File: config.mk
export PLATFORM = sky130hd
export DESIGN_NAME = elf64hc_core
export DESIGN_NICKNAME = d
export VERILOG_FILES = /design/src/hw/rtl/elf64hc_pkg.sv /design/src/hw/rtl/elf64hc_core.sv
export SDC_FILE = /design/constraint.sdc
export NUM_CORES = 1
export LEC_CHECK = 0
export ABC_CLOCK_PERIOD_IN_PS = 2750
export BUFFER_PORTS_ARGS = -buffer_cell sky130_fd_sc_hd__buf_2
export CORE_AREA = 2 2 183 185
export DETAILED_ROUTE_END_ITERATION = 8
export DIE_AREA = 0 0 185 187
export PLACE_DENSITY = 0.63
export SYNTH_ARGS = -nofsm -noshare
export SYNTH_HDL_FRONTEND = slang
export SYNTH_SLANG_ARGS = --single-unit
File: constraint.sdc
create_clock -name clk_i -period 2.75 [get_ports clk_i]
set_input_delay 0.275 -clock clk_i [delete_from_list [all_inputs] [get_ports clk_i]]
set_output_delay 0.275 -clock clk_i [all_outputs]
set_load 0.05 [all_outputs]
File: src/hw/rtl/elf64hc_pkg.sv
// Shared types and constants for the ELF64 image header checker.
// No dependencies; every other RTL file of the block imports this package.
`default_nettype none

package elf64hc_pkg;

  // Stream payload widths.
  localparam int unsigned InTdataW  = 392;
  localparam int unsigned OutTdataW = 8;
  localparam int unsigned ImageW    = 64;
  localparam int unsigned TableLenW = 32;

  // Verdict codes carried in the result status field.
  typedef enum logic [3:0] {
    ST_OK         = 4'd0,
    ST_TOO_SMALL  = 4'd1,
    ST_BAD_MAGIC  = 4'd2,
    ST_CLASS      = 4'd3,
    ST_ENCODING   = 4'd4,
    ST_MACHINE    = 4'd5,
    ST_TYPE       = 4'd6,
    ST_BAD_HEADER = 4'd7,
    ST_BAD_PHDRS  = 4'd8,
    ST_BAD_LOAD   = 4'd9,
    ST_PENDING    = 4'd10
  } status_e;

  // Record kind carried in tuser.
  localparam logic FuncFileHdr = 1'b0;
  localparam logic FuncProgHdr = 1'b1;

  // ELF identification and header values that are accepted.
  localparam logic [7:0]  Mag0          = 8'h7F;
  localparam logic [7:0]  Mag1          = 8'h45;
  localparam logic [7:0]  Mag2          = 8'h4C;
  localparam logic [7:0]  Mag3          = 8'h46;
  localparam logic [7:0]  Class64       = 8'd2;
  localparam logic [7:0]  DataLsb       = 8'd1;
  localparam logic [7:0]  IdVersion     = 8'd1;
  localparam logic [31:0] VersionCur    = 32'd1;
  localparam logic [15:0] MachX8664     = 16'd62;
  localparam logic [15:0] TypeExec      = 16'd2;
  localparam logic [15:0] TypeDyn       = 16'd3;
  localparam logic [15:0] MinHdrSize    = 16'd64;
  localparam logic [15:0] MinEntrySize  = 16'd56;
  localparam logic [63:0] MinImageSize  = 64'd64;
  localparam logic [31:0] SegTypeLoad   = 32'd1;

  // One unpacked input record.
  typedef struct packed {
    logic        func;
    logic [55:0] ident;
    logic [31:0] version;
    logic [15:0] machine;
    logic [15:0] obj_type;
    logic [15:0] header_size;
    logic [15:0] entry_size;
    logic [15:0] entry_count;
    logic [63:0] offset;
    logic [31:0] seg_type;
    logic [63:0] seg_filesz;
    logic [63:0] seg_memsz;
  } rec_t;

  // Handshake status handed from the result stage back to the input stage.
  typedef struct packed {
    logic out_free;
  } flow_t;

endpackage

`default_nettype wire

File: src/hw/rtl/elf64hc_core.sv
// Check state and result register of the ELF64 header checker: tracks the
// program header records of a check and latches the first error. Depends on elf64hc_pkg.
`default_nettype none

module elf64hc_core (
  input  wire logic                          clk_i,
  input  wire logic                          rst_ni,
  input  wire logic                          in_valid_i,
  input  wire elf64hc_pkg::rec_t             rec_i,
  input  wire elf64hc_pkg::status_e          hdr_status_i,
  input  wire logic [elf64hc_pkg::ImageW-1:0] image_size_i,
  output elf64hc_pkg::flow_t                 flow_o,
  output logic                               out_valid_o,
  input  wire logic                          out_ready_i,
  output elf64hc_pkg::status_e               out_status_o,
  output logic                               out_done_o
);
  import elf64hc_pkg::*;

  logic [15:0] entries_left_q, entries_left_d;
  logic        load_seen_q, load_seen_d;
  status_e     verdict_q, verdict_d;
  logic        finished_q, finished_d;
  logic        out_valid_q, out_valid_d;
  status_e     out_status_q;
  logic        out_done_q;

  logic        out_free, take;
  logic        is_load, bad_load, seen;
  logic [15:0] dec;

  assign out_free = !out_valid_q || out_ready_i;
  assign take     = in_valid_i && out_free;

  always_comb begin
    entries_left_d = entries_left_q;
    load_seen_d    = load_seen_q;
    verdict_d      = verdict_q;
    finished_d     = finished_q;
    is_load  = rec_i.seg_type == SegTypeLoad;
    bad_load = is_load && (rec_i.seg_filesz > rec_i.seg_memsz ||
               rec_i.offset > image_size_i ||
               rec_i.seg_filesz > image_size_i - rec_i.offset);
    seen     = load_seen_q || is_load;
    dec      = entries_left_q - 16'd1;

    if (take) begin
      if (rec_i.func == FuncFileHdr) begin
        load_seen_d = 1'b0;
        verdict_d   = hdr_status_i;
        if (hdr_status_i == ST_PENDING) begin
          entries_left_d = rec_i.entry_count;
          finished_d     = 1'b0;
        end else begin
          entries_left_d = 16'd0;
          finished_d     = 1'b1;
        end
      end else if (!finished_q) begin
        load_seen_d = seen;
        if (bad_load) begin
          verdict_d      = ST_BAD_LOAD;
          finished_d     = 1'b1;
          entries_left_d = 16'd0;
        end else begin
          entries_left_d = dec;
          if (dec == 16'd0) begin
            verdict_d  = seen ? ST_OK : ST_BAD_LOAD;
            finished_d = 1'b1;
          end
        end
      end
    end

    out_valid_d = take ? 1'b1 : (out_ready_i ? 1'b0 : out_valid_q);
  end

  always_ff @(posedge clk_i or negedge rst_ni) begin
    if (!rst_ni) begin
      entries_left_q <= 16'd0;
      load_seen_q    <= 1'b0;
      verdict_q      <= ST_OK;
      finished_q     <= 1'b1;
      out_valid_q    <= 1'b0;
    end else begin
      entries_left_q <= entries_left_d;
      load_seen_q    <= load_seen_d;
      verdict_q      <= verdict_d;
      finished_q     <= finished_d;
      out_valid_q    <= out_valid_d;
    end
  end

  always_ff @(posedge clk_i) begin
    if (take) begin
      out_status_q <= verdict_d;
      out_done_q   <= finished_d;
    end
  end

  assign flow_o.out_free = out_free;
  assign out_valid_o     = out_valid_q;
  assign out_status_o    = out_status_q;
  assign out_done_o      = out_done_q;

endmodule

`default_nettype wire

Yosys cells after proc, flatten, opt, wreduce, memory -nomap -nowiden
Index checks and enable logic that the tools add are counted.
{"block": "totals", "regBits": 28, "inputBits": 465, "out_inout_bits": 7, "elab_cells": 45}
{"block": "classes", "addsub": 2, "n_lt_le_gt_ge": 3, "eq_ne": 3, "n_mux": 20, "n_reduce_logical": 10}
{"cell": "64-bit greater-than comparator", "count": 3}
{"cell": "16-bit 2-to-1 mux", "count": 4}
{"cell": "64-bit subtractor", "count": 1}
{"cell": "32-bit by 1-bit equality test with 1-bit output (second input constant)", "count": 1}
{"cell": "4-bit 2-to-1 mux", "count": 6}
{"cell": "16-bit zero test", "count": 1}
{"cell": "16-bit by 1-bit subtractor with 16-bit output (second input constant)", "count": 1}
{"cell": "1-bit 2-to-1 mux", "count": 10}
{"cell": "4-bit equality test (second input constant)", "count": 1}
{"cell": "1-bit logical OR", "count": 4}
{"cell": "1-bit logical AND", "count": 2}
{"cell": "2-bit inequality test (second input constant)", "count": 1}
{"cell": "2-bit AND reduction", "count": 1}
{"cell": "2-bit nonzero test", "count": 1}
{"cell": "1-bit zero test", "count": 1}

Depth between registers and ports, before layout
{"block": "logic_depth", "depth_word": 8, "ltp_mapped": 26, "mapped_depth_nobuf": 25}

Worst setup path before layout
No wires, ideal clock.
{"block": "synth_timing", "kind": "in2reg", "startpoint": "input image_size_i[0] (netlist name)", "endpoint": "register out_done_q, in the netlist out_done_o, data pin", "setup_ns": 0.274, "t_arrival_ns": 4.866, "required_ns": 2.476, "path_slack_ns": -2.390, "path_stages": 26, "path_buffers": 1, "cell_sequence": "inv_1 -> ha_1 -> inv_1 -> fa_1 -> a211oi_1 -> o21ai_1 -> o31a_1 -> o31ai_1 -> a211oi_1 -> o311ai_2 -> nand2b_1 -> a221o_1 -> a31oi_1 -> xor2_1 -> ha_1 -> nand4_1 -> nor4_1 -> nand4_1 -> nor3_1 -> nor2_1 -> o31a_1 -> o31ai_4 -> o211ai_4 -> buf_6 -> nor2_1 -> o32ai_2"}
{"block": "synth_via", "elab_chain_len": 8, "word_cells_on_any_way": 10, "cone_classes": "1 x add/sub; 2 x order compare; 4 x mux; 3 x reduce/logical"}
{"item": "start, declared", "line": "elf64hc_core.sv:11", "text": "input wire logic [elf64hc_pkg::ImageW-1:0] image_size_i,"}
{"item": "64-bit subtractor / 64-bit greater-than comparator (equally long branches)", "line": "elf64hc_core.sv:43, elf64hc_core.sv:42"}
{"item": "64-bit greater-than comparator / 1-bit logical OR (equally long branches)", "line": "elf64hc_core.sv:43, elf64hc_core.sv:41"}
{"item": "1-bit logical OR *", "line": "elf64hc_core.sv:42", "text": "rec_i.offset > image_size_i ||"}
{"item": "1-bit logical AND *", "line": "elf64hc_core.sv:41", "text": "bad_load = is_load && (rec_i.seg_filesz > rec_i.seg_memsz ||"}
{"item": "1-bit 2-to-1 mux *", "line": "elf64hc_core.sv:60", "text": "if (bad_load) begin"}
{"item": "1-bit 2-to-1 mux *", "line": "elf64hc_core.sv:58", "text": "end else if (!finished_q) begin"}
{"item": "1-bit 2-to-1 mux *", "line": "elf64hc_core.sv:48", "text": "if (rec_i.func == FuncFileHdr) begin"}
{"item": "1-bit 2-to-1 mux *", "line": "elf64hc_core.sv:47", "text": "if (take) begin"}
{"item": "via finished_d", "line": "elf64hc_core.sv:23", "text": "logic finished_q, finished_d;"}
{"item": "end signal, assigned", "line": "elf64hc_core.sv:96", "text": "out_done_q <= finished_d;"}
{"item": "end, declared", "line": "elf64hc_core.sv:26", "text": "logic out_done_q;"}
The timed path passes the listed nets; every way through them passes the cells marked *.
A chain may end at the register's enable or synchronous reset.

Worst setup path after layout
{"block": "layout_timing", "startpoint": "input image_size_i[0] (netlist name)", "endpoint": "register entries_left_q[12]"}
{"block": "layout_via", "elab_chain_len": 7, "word_cells_on_any_way": 9, "cone_classes": "1 x add/sub; 2 x order compare; 3 x mux; 3 x reduce/logical"}
{"item": "64-bit subtractor / 64-bit greater-than comparator (equally long branches)", "line": "elf64hc_core.sv:43, elf64hc_core.sv:42"}
{"item": "64-bit greater-than comparator / 1-bit logical OR (equally long branches)", "line": "elf64hc_core.sv:43, elf64hc_core.sv:41"}
{"item": "1-bit logical OR *", "line": "elf64hc_core.sv:42"}
{"item": "1-bit logical AND *", "line": "elf64hc_core.sv:41"}
{"item": "16-bit 2-to-1 mux *", "line": "elf64hc_core.sv:60"}
{"item": "16-bit 2-to-1 mux *", "line": "elf64hc_core.sv:58"}
{"item": "16-bit 2-to-1 mux *", "line": "elf64hc_core.sv:48"}
{"item": "end signal, assigned", "line": "elf64hc_core.sv:85", "text": "entries_left_q <= entries_left_d;"}
{"item": "end, declared", "line": "elf64hc_core.sv:20", "text": "logic [15:0] entries_left_q, entries_left_d;"}
Mark *: on every way between the ends. The rest lies on a longest branch, timed or not. The select of a mux whose other input is x is not followed.

==> flow_summary.json <==
{
  "io_buffers": 319,
  "maxCapViolations": 0,
  "arrival_ns": 5.30,
  "num_vias": 10700,
  "routed_wl_mm": 34.2,
  "final_common_cell": "buf_4",
  "synth.mux.area_fraction_pct": 0.266,
  "whs_ns": -0.00970,
  "netlist_instances": 1128,
  "die_x_um": 185,
  "worstPathRequired_ns": 2.96,
  "synthXorXnorAreaFrac_pct": 6.92,
  "cp_num_buf_inv": 13,
  "die_h_um": 187,
  "grt_util_all_layers_pct": 18.7,
  "row_count": 67,
  "synth_nets": 1788,
  "timing.critical_path.mode_cell": "buf_4",
  "avgSynthCellArea_um2": 7.52,
  "synth_top_family_by_area": "compound AO/OA/AOI/OAI gates",
  "worst_slack_ns": -2.34,
  "nets": 2417,
  "vdd_ir_drop_max_uv": 334,
  "routed_via_density": 4.84,
  "crit_fanout": 16,
  "yosys.area_share.simple_pct": 17.1,
  "place_ws_ns": -2.88,
  "hold_class": "input pin to async pin",
  "numCtsBuffers": 3,
  "grt_max_degree": 24,
  "drt-wirelength-per-cell_um": 15.5,
  "final-hold-violation-count": 12,
  "layout_common_cells": "321 x buf_4, 318 x buf_2, 193 x ha_1, 152 x inv_1, 92 x a21oi_1",
  "grt_pass1_vias": 10400,
  "cp-end-kind": "flip-flop",
  "cts_tree": "done",
  "antenna_found_initial": 0,
  "h-tree-depth": 1,
  "clkLatencyLatePin_ns": 0.27,
  "setup_viol_count_final": 26,
  "slew_viol_final": 0,
  "drt_iter0_drc": 487,
  "period_minus_slack_ns": 5.09,
  "gp_congestion": 0.916,
  "grt_pass1_wl_mm": 52.0,
  "drive_above_1_share_pct": 40.2,
  "cts_num_sinks": 28,
  "leakage_nw": 7.46,
  "cp-start-kind": "input pin",
  "fin_setup_tns_ns": -58.29,
  "grt_overflow": 0,
  "critPathSlowestCell": "fa_2",
  "clk_pin_slew_ns": 0.07,
  "netlist_area_mm2": 0.00848,
  "dp_hpwl_mm": 30.8,
  "yosysSeqAreaShare_pct": 8.57,
  "cellPowerDensity_mw_per_mm2": 297,
  "status": "finished with violations",
  "die_area_mm2": 0.0346,
  "cts_buffer_depth": 2,
  "synth_compound_area_share_pct": 30.3,
  "first_pass_iters": 5,
  "crit_family": "compound AO/OA/AOI/OAI gates",
  "root_buffer": "clkbuf_16",
  "worstMarginPinSlew_ns": 0.563,
  "yosysWarnings": 0,
  "fmax_mhz": 197,
  "slowest_delay_ns": 0.35,
  "synthArstFlopShare_pct": 82.1,
  "synth_edf_count": 5,
  "cts_hold_buf": 0,
  "ant_nets": 0,
  "synthDistinctLibCells": 72,
  "slew_headroom_pct": 62.0,
  "synthFlopType": "dfrtp_1",
  "violations": "hold timing, setup timing",
  "period_share_pct": 185,
  "design.core.area_mm2": 0.0329,
  "synth-seq-cells": 28,
  "drc": 0,
  "worstSetupPathType": "input pin to flip-flop",
  "rsz0062_at_grt": "true",
  "synthAdderAreaFrac_pct": 28.9,
  "skew_ns": 0.00259,
  "start_util_pct": 25.8,
  "ios": 472,
  "area_delta_synth_final_pct": 57.8
}
-- Yosys cell counts, types with 9 or more instances --
master    number  share of area (%)
a22o_1         9               0.93
clkbuf_1      14               0.62
inv_1        154                6.8
dfrtp_1       22                6.5
ha_1         194                 29
a221o_1       15                1.8
a31oi_1       12               0.89
nand4_1       33                2.4
nor2_1        56                2.5
nand2b_1      16                1.2
or3_1         14                1.0
xor2_1        30                3.1
nor4_1        14                1.0
nor3_1        17                1.0
o31ai_1       12                1.1
nor2b_1        9               0.66
a21oi_1      100                5.9
nand2_1       76                3.4
a21o_1        81                7.2
o21ai_0       59                3.5
xnor2_1       37                3.8
nand3_1       18                1.1
o211ai_1      10               0.89
-- worst paths after layout --
check                                   from                 end  slack, ns  depth (start not counted)
min reg2reg                      load_seen_q         load_seen_q       0.50                          2
max                          image_size_i[0]  entries_left_q[12]      -2.34                         32
min in group clk_i                in_valid_i         out_valid_o       0.21                          2
max reg2reg                entries_left_q[0]     out_status_o[0]      -0.14                         12
min                                   rst_ni   entries_left_q[6]      -0.01                          1
max in group asynchronous             rst_ni          finished_q       2.38                          1
-- timing repair --
action / 4_1_cts / 5_1_grt
resized for setup: 23 / 15
setup endpoints to repair: 26 / 26
pin swaps: 4 / 3
buffers inserted: 13 / 4
-- area by class of cell --
type,instances,area (um^2)
Clock inverter,1,30.0
Inverter,154,591
Timing Repair Buffer,644,4080
Tap cell,448,561
Clock buffer,3,75.1
Multi-Input combinational cell,926,7320
Sequential cell,28,727
Fill cell,3450,19500
Antenna cell,1,2.50
-- metrics by stage --
stage | power (W) | hold WS [ns] | area [um^2] | utilization, % | instances
after global placement | 0.00337 | 0.286 | 13000 | 39.5 | 2184
after global routing | 0.00432 | 0.0256 | 13400 | 40.7 | 2204
after CTS | 0.00394 | 0.00361 | 13300 | 40.5 | 2201
final | 0.00397 | -0.00970 | 13400 | 40.7 | 2205
after floorplan | 0.00213 | -0.0206 | 8570 | - | 1128
after detailed placement | 0.00343 | 0.293 | 13000 | 39.5 | 2184
-- report_power, final --
part           switching, W  total [W]  internal [W]
logic               0.00145    0.00296       0.00151
clock network      0.000148   0.000438      0.000290
registers         0.0000698   0.000570      0.000500
total               0.00167    0.00397       0.00230
-- cells by family (layout without fill, tap and decap cells) --
logic type      after synthesis  count (layout)
other cells                   0               1
mux                           2               2
xor+xnor                     67              67
fa+ha+maj                   195             195
simple gates                286             286
flops                        28              28
buf+inv                     174             802
compound gates              376             376
-- flip-flops by register name (all words and copies together) (netlist names) --
register and cells:
entries_left_q 16, out_status_o 4, verdict_q 4, finished_q 1
load_seen_q 1, out_done_o 1, out_valid_o 1
-- worst register-to-register path, cell delays in order, from the launching register on --
cell,delay [ns]
dfrtp_1,0.39
inv_1,0.10
ha_1,0.19
nand2b_1,0.09
or2_2,0.29
or3_1,0.38
nor2_1,0.19
xor2_1,0.10
nor3_1,0.20
buf_4,0.16
mux2_2,0.35
nor2_2,0.12
nor2_1,0.07
-- per-layer routing --
metal | share of wire (%) | wire length [um] | vias to the layer above | GRT usage, %
li1 | - | - | 5412 | -
met1 | 47 | 16100 | 4911 | 25.6
met2 | 46 | 15900 | 308 | 32.6
met3 | 4.7 | 1600 | 36 | 0.974
met4 | 1.8 | 622 | 0 | 3.45
met5 | 0 | 0 | - | 0
Note: power is estimated with default switching activity, not from simulation.
